`src/rtl/pfa_pkg.sv`:
```
// Shared types, constants and helpers for the packed field array.
package pfa_pkg;

  localparam int WORD_BITS       = 32;
  localparam int SHIFT_W         = 5;
  localparam int STORE_WORDS_DEF = 1024;
  localparam int IDX_W           = 15;
  localparam int CFG_W           = 6;
  localparam int START_W         = IDX_W + CFG_W;

  localparam logic FUNC_READ  = 1'b0;
  localparam logic FUNC_WRITE = 1'b1;

  typedef enum logic [3:0] {
    ST_CLEAR,
    ST_IDLE,
    ST_CALC,
    ST_CHECK,
    ST_RD_HI,
    ST_CAP_HI,
    ST_WR_LO,
    ST_WR_HI,
    ST_RESP
  } pfa_state_t;

  typedef struct packed {
    logic clr_wr;
    logic load_in;
    logic calc;
    logic rd_lo;
    logic cap_lo;
    logic rd_hi;
    logic cap_hi;
    logic wr_lo;
    logic wr_hi;
    logic load_out;
  } pfa_cmd_t;

  typedef struct packed {
    logic clear_last;
    logic oor;
    logic straddle;
    logic is_write;
    logic out_free;
  } pfa_sts_t;

  // Width 0 acts as 1, anything above 32 saturates.
  function automatic logic [CFG_W-1:0] eff_width(input logic [CFG_W-1:0] w);
    logic [CFG_W-1:0] r;
    if (w == '0) begin
      r = CFG_W'(1);
    end else if (w > CFG_W'(WORD_BITS)) begin
      r = CFG_W'(WORD_BITS);
    end else begin
      r = w;
    end
    return r;
  endfunction

endpackage

```
`src/rtl/pfa_ctrl.sv`:
```
// Sequencer for the packed field array: clear sweep and per-request steps.
module pfa_ctrl (
  input  logic              clk,
  input  logic              rst_n,
  input  logic              in_valid,
  output logic              in_ready,
  input  pfa_pkg::pfa_sts_t sts,
  output pfa_pkg::pfa_cmd_t cmd
);
  import pfa_pkg::*;

  pfa_state_t state_r, state_nxt;

  always_ff @(posedge clk) begin
    if (!rst_n) begin
      state_r <= ST_CLEAR;
    end else begin
      state_r <= state_nxt;
    end
  end

  always_comb begin
    state_nxt = state_r;
    cmd       = '0;
    in_ready  = 1'b0;
    case (state_r)
      ST_CLEAR: begin
        cmd.clr_wr = 1'b1;
        if (sts.clear_last) begin
          state_nxt = ST_IDLE;
        end
      end
      ST_IDLE: begin
        in_ready = 1'b1;
        if (in_valid) begin
          cmd.load_in = 1'b1;
          state_nxt   = ST_CALC;
        end
      end
      ST_CALC: begin
        cmd.calc  = 1'b1;
        state_nxt = ST_CHECK;
      end
      ST_CHECK: begin
        if (sts.oor) begin
          state_nxt = ST_RESP;
        end else begin
          cmd.rd_lo = 1'b1;
          state_nxt = ST_RD_HI;
        end
      end
      ST_RD_HI: begin
        cmd.cap_lo = 1'b1;
        cmd.rd_hi  = 1'b1;
        state_nxt  = ST_CAP_HI;
      end
      ST_CAP_HI: begin
        cmd.cap_hi = 1'b1;
        state_nxt  = sts.is_write ? ST_WR_LO : ST_RESP;
      end
      ST_WR_LO: begin
        cmd.wr_lo = 1'b1;
        state_nxt = sts.straddle ? ST_WR_HI : ST_RESP;
      end
      ST_WR_HI: begin
        cmd.wr_hi = 1'b1;
        state_nxt = ST_RESP;
      end
      ST_RESP: begin
        if (sts.out_free) begin
          cmd.load_out = 1'b1;
          state_nxt    = ST_IDLE;
        end
      end
      default: begin
        state_nxt = ST_IDLE;
      end
    endcase
  end

endmodule

```
`config.mk`:
```
export PLATFORM = sky130hd
export DESIGN_NAME = pfa_ctrl
export DESIGN_NICKNAME = d
export VERILOG_FILES = /design/src/rtl/pfa_pkg.sv /design/src/rtl/pfa_ctrl.sv
export SDC_FILE = /design/constraint.sdc
export NUM_CORES = 1
export LEC_CHECK = 0
export ABC_AREA = 1
export BUFFER_PORTS_ARGS = -buffer_cell sky130_fd_sc_hd__buf_2
export CORE_AREA = 2 2 39 41
export DETAILED_ROUTE_END_ITERATION = 6
export DIE_AREA = 0 0 41 43
export GPL_TIMING_DRIVEN = 0
export PLACE_DENSITY_LB_ADDON = 0.25
export SLEW_MARGIN = 5
export SYNTH_ARGS = -nofsm -noshare
export SYNTH_HDL_FRONTEND = slang
export SYNTH_SLANG_ARGS = --single-unit
```
`constraint.sdc`:
```
create_clock -name clk -period 1.4 [get_ports clk]
set_input_delay 0.42 -clock clk [delete_from_list [all_inputs] [get_ports clk]]
set_output_delay 0.42 -clock clk [all_outputs]
set_load 0.03 [all_outputs]
```
Yosys cells after proc, flatten, opt, wreduce, memory -nomap -nowiden
Cells that the tools add are included.
{ "classes": {"muxes": 20, "order_cmp": 0, "shift": 0, "eq_ne": 11, "div": 0, "addsub": 0, "multipliers": 0, "bitwise": 0, "reduce_logical": 2} }
{ "op_table": {"columns": ["cell", "n"], "rows": [
  ["4-bit one-hot mux with 9 select lines", 1],
  ["4-bit two-way mux", 6],
  ["4-bit by 3-bit equality test with 1-bit output (second input constant)", 4],
  ["1-bit two-way mux", 12],
  ["4-bit by 2-bit equality test with 1-bit output (second input constant)", 2],
  ["2-bit inequality test (second input constant)", 3],
  ["4-bit by 1-bit equality test with 1-bit output (second input constant)", 1],
  ["4-bit equality test (second input constant)", 1],
  ["4-bit logical NOT", 1],
  ["3-bit AND reduction", 1],
  ["2-bit two-way mux", 1]
]} }
{ "totals": {"regBits": 4, "ram_bits": 0, "rom_bits": 0, "latch_bits": 0, "n_memories": 0, "output_inout_bits": 11, "inputBits": 8, "wordCells": 34} }

Logic depth before layout (Yosys ltp)
Gate-level depths: netlist of run 1.
{ "depth": {"ltp_word": 3, "depth_mapped": 8, "ltp_nobuf": 8} }

Worst setup path after synthesis of run 1
OpenSTA, ideal clock, no wires.
{ "synth_path": {"kind": "reg-to-output", "startpoint": "register state_r[2]", "endpoint": "output cmd[9] in the netlist's numbering", "t_arrival_ns": 1.180, "path_stages_with_launch": 4, "setup_slack_ns": -0.200, "path_cell_list": "dfxtp_1 inv_1 nand2_1 nor3_1"} }
{ "synth_lines": {"columns": ["item", "line_no", "rtl"], "rows": [
  ["start: declaration", "pfa_ctrl.sv:12", "pfa_state_t state_r, state_nxt;"],
  ["start signal: assignment", "pfa_ctrl.sv:18", "state_r <= state_nxt;"],
  ["end: declaration", "pfa_ctrl.sv:8", "output pfa_pkg::pfa_cmd_t cmd"]
]} }

==> results.ini, run 1 <==
[grt]
antenna_found_initial = 0
grt_pass1_vias = 457
grt_overflow = 0
grt_pass1_wl_um = 1750
grt_max_degree = 8
grt_usage = 0.145

[cts]
clock_latency_ns = 0.23
h-tree-depth = 1
cts_tree = done
hold_buffers = 0
clockBufferDepth = 2
cts_buffers = 3
cts_num_sinks = 4
clk_pin_slew_worst_paths_ns = 0.04
cts_root_buffer = clkbuf_4

[worst_setup_path]
worstSetupEndpointType = primary output
critical-path-slowest-cell = dfxtp_4
worst_ep_required_time_ns = 0.98
startpoint = state_r[2]
cpMostUsedCell = buf_6
timing.rr.start = state_r[0]
cp_slowest_stage_delay_ns = 0.37
crit_path_start_kind = register
cp.arrival_ns = 1.12
path_max_fanout = 4
path_class = reg -> out
path_cells = inv_4, nor2_4, nand2_2, inv_2, buf_6, buf_6

[layout]
fin_nets = 109
seq_area_sq_um = 95.1
drive_gt1_frac = 0.586
largest_reg_flops = 4
final_cells = 115
largest_registers = state_r: 4 flops
synthToLayoutAreaGrowth_pct = 91.6
multi_input_area_sq_um = 284
fillerInstances = 146
top_register = state_r
num_antenna_cells = 0

[drt]
drc = 0
first_pass_iters = 3
post_drt_wl_per_cell_um = 9.86
wl_um = 1130
ant_nets = 0
via_count = 513
vias_per_cell = 4.46
drt_iter0_markers = 4

[floorplan]
die_w_um = 41
io_pins = 19
core_region_area_sq_um = 1380
initial_core_util = 0.268
die_area_sq_um = 1760
rows = 14
die_h_um = 43

[synth]
syn_nets = 76
netlist.area_leader.share = 0.216
syn-cell-area_sq_um = 370
synth-main-ff-cell = dfxtp_1
yosysWarnings = 0
ys_async_sr_fraction = 0
synth_edf_count = 0
synth_seq_cells = 4
netlist_top_cells_area = dfxtp_1 (22%), nor2_1 (16%), inv_1 (14%)
synthCells = 68
synth_top_cell_by_area = dfxtp_1
synth.distinct_cells = 15
avgSynthCellArea_sq_um = 5.45
post-synth-top-count-cell = nor2_1
synth.yosys.seq_area_share = 0.216
synth_common_cells = nor2_1 (16), inv_1 (14), nand2_1 (11)

[timing]
grt_setup_unrepaired = true
setup_ws_ns = -0.142
hold_ws_ns = 0.406
hold_viol_final = 0
drv_slew = 0
fin_crit_sh = 1.10
period_minus_slack_ns = 1.54
fmax_ghz = 0.649
setup_viol = 11
skew_ns = 0.00191
tightest_slew_ns = 0.159
relSlewSlack = 0.893

[placed_design]
numPortBuffers = 18
place_inst = 102
gp_congestion = 0.712
hpwl_um = 763
pre_cts_slack_ns = -0.0878

[power_and_ir_drop]
cellPowerDensity_nw_per_um2 = 847
peakVddDrop_mv = 0.458
p_total_w = 0.000601
p_leak_nw = 0.388

[outcome]
violations = setup timing
outcome = finished, violations left

[min_path]
hold_path_startpoint = rst_n
min_path_type = in -> reg

[run]
drv_cap = 0

kinds of logic after synthesis:
| family | share of synthesized area |
|---|---|
| and+or+nand+nor | 0.564 |
| DFF | 0.216 |
| buffers and inverters | 0.172 |
| AOI/OAI and AO/OA | 0.0473 |
metrics by stage:
step                setup TNS (ns)   util  area (sq um)
floorplan                  -0.0834      -           380
global placement            -0.174  0.354           490
detailed placement          -0.206  0.354           490
CTS                          -1.15  0.495           684
global route                 -1.65  0.513           709
finish                      -0.981  0.513           709
layout make-up:
class | count | area share
clock buffer | 3 | 0.0317
buffer | 1 | 0.0159
inverter | 15 | 0.0899
timing repair buffer | 28 | 0.300
tap | 16 | 0.0282
multi-input combinational | 48 | 0.400
sequential | 4 | 0.134
routing by layer:
metal  track usage  vias up  routed length (um)
li1              -      273                   -
met1         0.170      231                 461
met2         0.241        9                 623
met3        0.0157        0                  48
met4        0.0800        0                   0
met5             0        -                   0
timing repair:
action / 4_1_cts / 5_1_grt
endpoints found under the setup margin: 11 / 11
cloned: 0 / 0
buffers inserted: 7 / 3
gates resized for setup: 45 / 1
pin swaps: 6 / 4
placed cells by master (no fill, tap or decap), types with 2 or more instances in the layout:
cell type	Yosys	routed
inv_1	14	8
nor2_2	3	2
nand2_1	11	6
dfxtp_4	0	4
nand3b_1	2	2
nor2_1	16	12
nand3_1	9	9
a21oi_1	2	2
buf_2	0	8
clkbuf_4	0	3
buf_6	0	7
buf_4	1	14
inv_2	1	4
nor2_4	1	6
nand2_2	1	5
inv_4	0	3
worst paths after layout:
kind	slack (ns)	cells after the start	to
setup reg to reg	0.25	8	state_r[2]
setup / recovery	-0.14	6	cmd[5]
hold reg to reg	0.67	4	state_r[0]
hold / removal	0.41	3	state_r[3]
worst max-delay path: cells and delay by family, from the launching register on:
kind / cells / cell delay [ns]
buffers and inverters: 4 / 0.33
DFF: 1 / 0.37
and+or+nand+nor: 2 / 0.20
power breakdown:
part	internal [W]	leakage, nW	switching, W
clock	0.0000955	0.0138	0.0000413
sequential	0.000127	0.0355	0.0000354
combinational	0.000135	0.339	0.000167
total	0.000357	0.388	0.000244
(Power assumes the default switching activity.)
==> run 2, diff against run 1 <==
--- a/config.mk
+++ b/config.mk
@@ -13,4 +13,5 @@
 export GPL_TIMING_DRIVEN = 0
 export PLACE_DENSITY_LB_ADDON = 0.25
+export REMOVE_ABC_BUFFERS = 1
 export SLEW_MARGIN = 5
 export SYNTH_ARGS = -nofsm -noshare
==> constraint.sdc (replaced) <==
create_clock -name clk -period 1.4 [get_ports clk]
set_input_delay 0.28 -clock clk [delete_from_list [all_inputs] [get_ports clk]]
set_output_delay 0.28 -clock clk [all_outputs]
set_load 0.03 [all_outputs]
==> results.ini, run 2 (same netlist as run 1, synthesis figures left out) <==
[outcome]
outcome = completed  ; was finished, violations left

[layout]
num_antenna_cells = 0  ; unchanged
final_cells = 108  ; was 115
design_area_sq_um = 636  ; was 709 sq um
fin_nets = 102  ; was 109
drive_gt1_frac = 0.500  ; was 0.586
final_common_cell = nor2_1  ; was buf_4
fillerInstances = 162  ; was 146
top_register = state_r  ; unchanged
largest_reg_flops = 4  ; unchanged
synthToLayoutAreaGrowth_pct = 71.6  ; was 91.6%
final_cell_mix = nor2_1 (12), inv_1 (10), nand2_1 (9), nand3_1 (9), buf_4 (9)  ; was buf_4 (14), nor2_1 (12), nand3_1 (9)
largest_registers = state_r: 4 flops  ; unchanged

[timing]
fin_crit_sh = 0.988  ; was 1.10
drv_slew = 0  ; unchanged
skew_ns = 0.000224  ; was 0.00191 ns
hold_viol_final = 0  ; unchanged
grt_setup_unrepaired = true  ; unchanged
setup_viol = 0  ; was 11
setup_ws_ns = 0.0164  ; was -0.142 ns
setup_tns_ns = 0  ; was -0.981 ns
tightest_slew_ns = 0.159  ; about the same
relSlewSlack = 0.893  ; about the same
fmax_ghz = 0.723  ; was 0.649 GHz
period_minus_slack_ns = 1.38  ; was 1.54 ns

[drt]
drt_iter0_markers = 1  ; was 4
wl_um = 984  ; was 1130 um
via_count = 481  ; was 513
drc = 0  ; unchanged
ant_nets = 0  ; unchanged
vias_per_cell = 4.45  ; was 4.46
first_pass_iters = 2  ; was 3
post_drt_wl_per_cell_um = 9.11  ; was 9.86 um

[power_and_ir_drop]
peakVddDrop_mv = 0.416  ; was 0.458 mV
p_leak_nw = 0.347  ; was 0.388 nW
cellPowerDensity_nw_per_um2 = 890  ; was 847 nW/um^2

[cts]
cts_tree = done  ; unchanged
clock_latency_ns = 0.23  ; about the same
clk_pin_slew_worst_paths_ns = 0.03  ; was 0.04 ns
hold_buffers = 0  ; unchanged
clockBufferDepth = 2  ; unchanged
cts_buffers = 3  ; unchanged
h-tree-depth = 1  ; unchanged
cts_num_sinks = 4  ; unchanged
cts_root_buffer = clkbuf_4  ; unchanged

[placed_design]
pre_cts_slack_ns = 0.0827  ; was -0.0878 ns
gp_congestion = 0.688  ; was 0.712
hpwl_um = 759  ; was 763 um
numPortBuffers = 18  ; unchanged
placed_area_sq_um = 473  ; was 490 sq um
place_inst = 101  ; was 102

[worst_setup_path]
crit_path_start_kind = register  ; unchanged
rrSetupSlack_ns = 0.29  ; was 0.25 ns
worst_ep_required_time_ns = 1.12  ; was 0.98 ns
r2r_cells = 7  ; was 8
path_cells = inv_1, nand2_2, nor3_2, buf_4  ; was inv_4, nor2_4, nand2_2, inv_2, buf_6, buf_6
timing.rr.start = state_r[2]  ; was state_r[0]
critical-path-slowest-cell = dfxtp_4  ; unchanged
cp.arrival_ns = 1.10  ; was 1.12 ns
worstSetupEndpointType = primary output  ; unchanged
r2r_end = state_r[2]  ; unchanged
path_max_fanout = 4  ; unchanged
cp_slowest_stage_delay_ns = 0.36  ; was 0.37 ns
path_class = reg -> out  ; unchanged

[floorplan]
die_h_um = 43  ; unchanged
io_pins = 19  ; unchanged
die_area_sq_um = 1760  ; unchanged
core_region_area_sq_um = 1380  ; unchanged
initial_core_util = 0.268  ; unchanged
die_w_um = 41  ; unchanged
rows = 14  ; unchanged

[grt]
grt_max_degree = 8  ; unchanged
grt_pass1_vias = 405  ; was 457
antenna_found_initial = 0  ; unchanged
grt_usage = 0.129  ; was 0.145
grt_pass1_wl_um = 1520  ; was 1750 um
grt_overflow = 0  ; unchanged

[min_path]
worstHoldEndpoint = state_r[3]  ; unchanged
min_path_cells = 3  ; unchanged
min_path_type = in -> reg  ; unchanged
hold_path_startpoint = rst_n  ; unchanged

[run]
drv_cap = 0  ; unchanged

==> run 2: metal layers <==
metal	wire length (um)	track usage	vias up
li1	-	-	256
met1	417	0.161	214
met2	515	0.188	9
met3	44	0.0157	2
met4	6	0.100	0
met5	0	0	-
==> run 2: how the worst max path moves through the flow <==
| stage | start | to | slack (ns) | cells past startpoint |
|---|---|---|---|---|
| 6_report | state_r[3] | cmd[9] | 0.02 | 4 |
| 5_1_grt | state_r[0] | cmd[8] | -0.06 | 5 |
| 4_1_cts | state_r[0] | cmd[8] | 0.006 | 5 |
| 3_5_place_dp | state_r[0] | cmd[8] | 0.08 | 5 |
| 3_3_place_gp | state_r[0] | cmd[8] | 0.09 | 5 |
| 2_1_floorplan | state_r[2] | cmd[9] | -0.06 | 3 |
==> run 2: power breakdown <==
part           total, W  switching [W]  internal (W)
logic          0.000272       0.000157      0.000115
clock network  0.000136      0.0000403     0.0000954
registers      0.000157      0.0000305      0.000127
==> run 2: what timing repair did <==
item                                    CTS  global route
gates cloned                              0             0
pin swaps                                 1             6
setup buffers                             2             2
endpoints found under the setup margin   11            11
resized for setup                        27            15
==> run 2: stage by stage <==
stage	utilization	hold slack, ns	power [W]
global placement	0.342	0.499	0.000356
floorplan	-	0.378	0.000301
finish	0.459	0.273	0.000565
global route	0.459	0.277	0.000611
detailed placement	0.342	0.504	0.000358
CTS	0.418	0.262	0.000534
==> run 2: area by class of cell <==
| type | instances | area [sq um] | area share |
|---|---|---|---|
| multi-input cells | 48 | 267 | 0.419 |
| repair buffers | 22 | 170 | 0.268 |
| flip-flops and latches | 4 | 95.1 | 0.150 |
| inverters | 15 | 61.3 | 0.0965 |
| clock buffers | 3 | 22.5 | 0.0354 |
| well taps | 16 | 20.0 | 0.0315 |
==> run 2: worst max-delay path: cells and delay by family, from the launching register on <==
kind / cells / cell delay, ns
and+or+nand+nor: 2 / 0.23
buffers and inverters: 2 / 0.29
DFF: 1 / 0.36
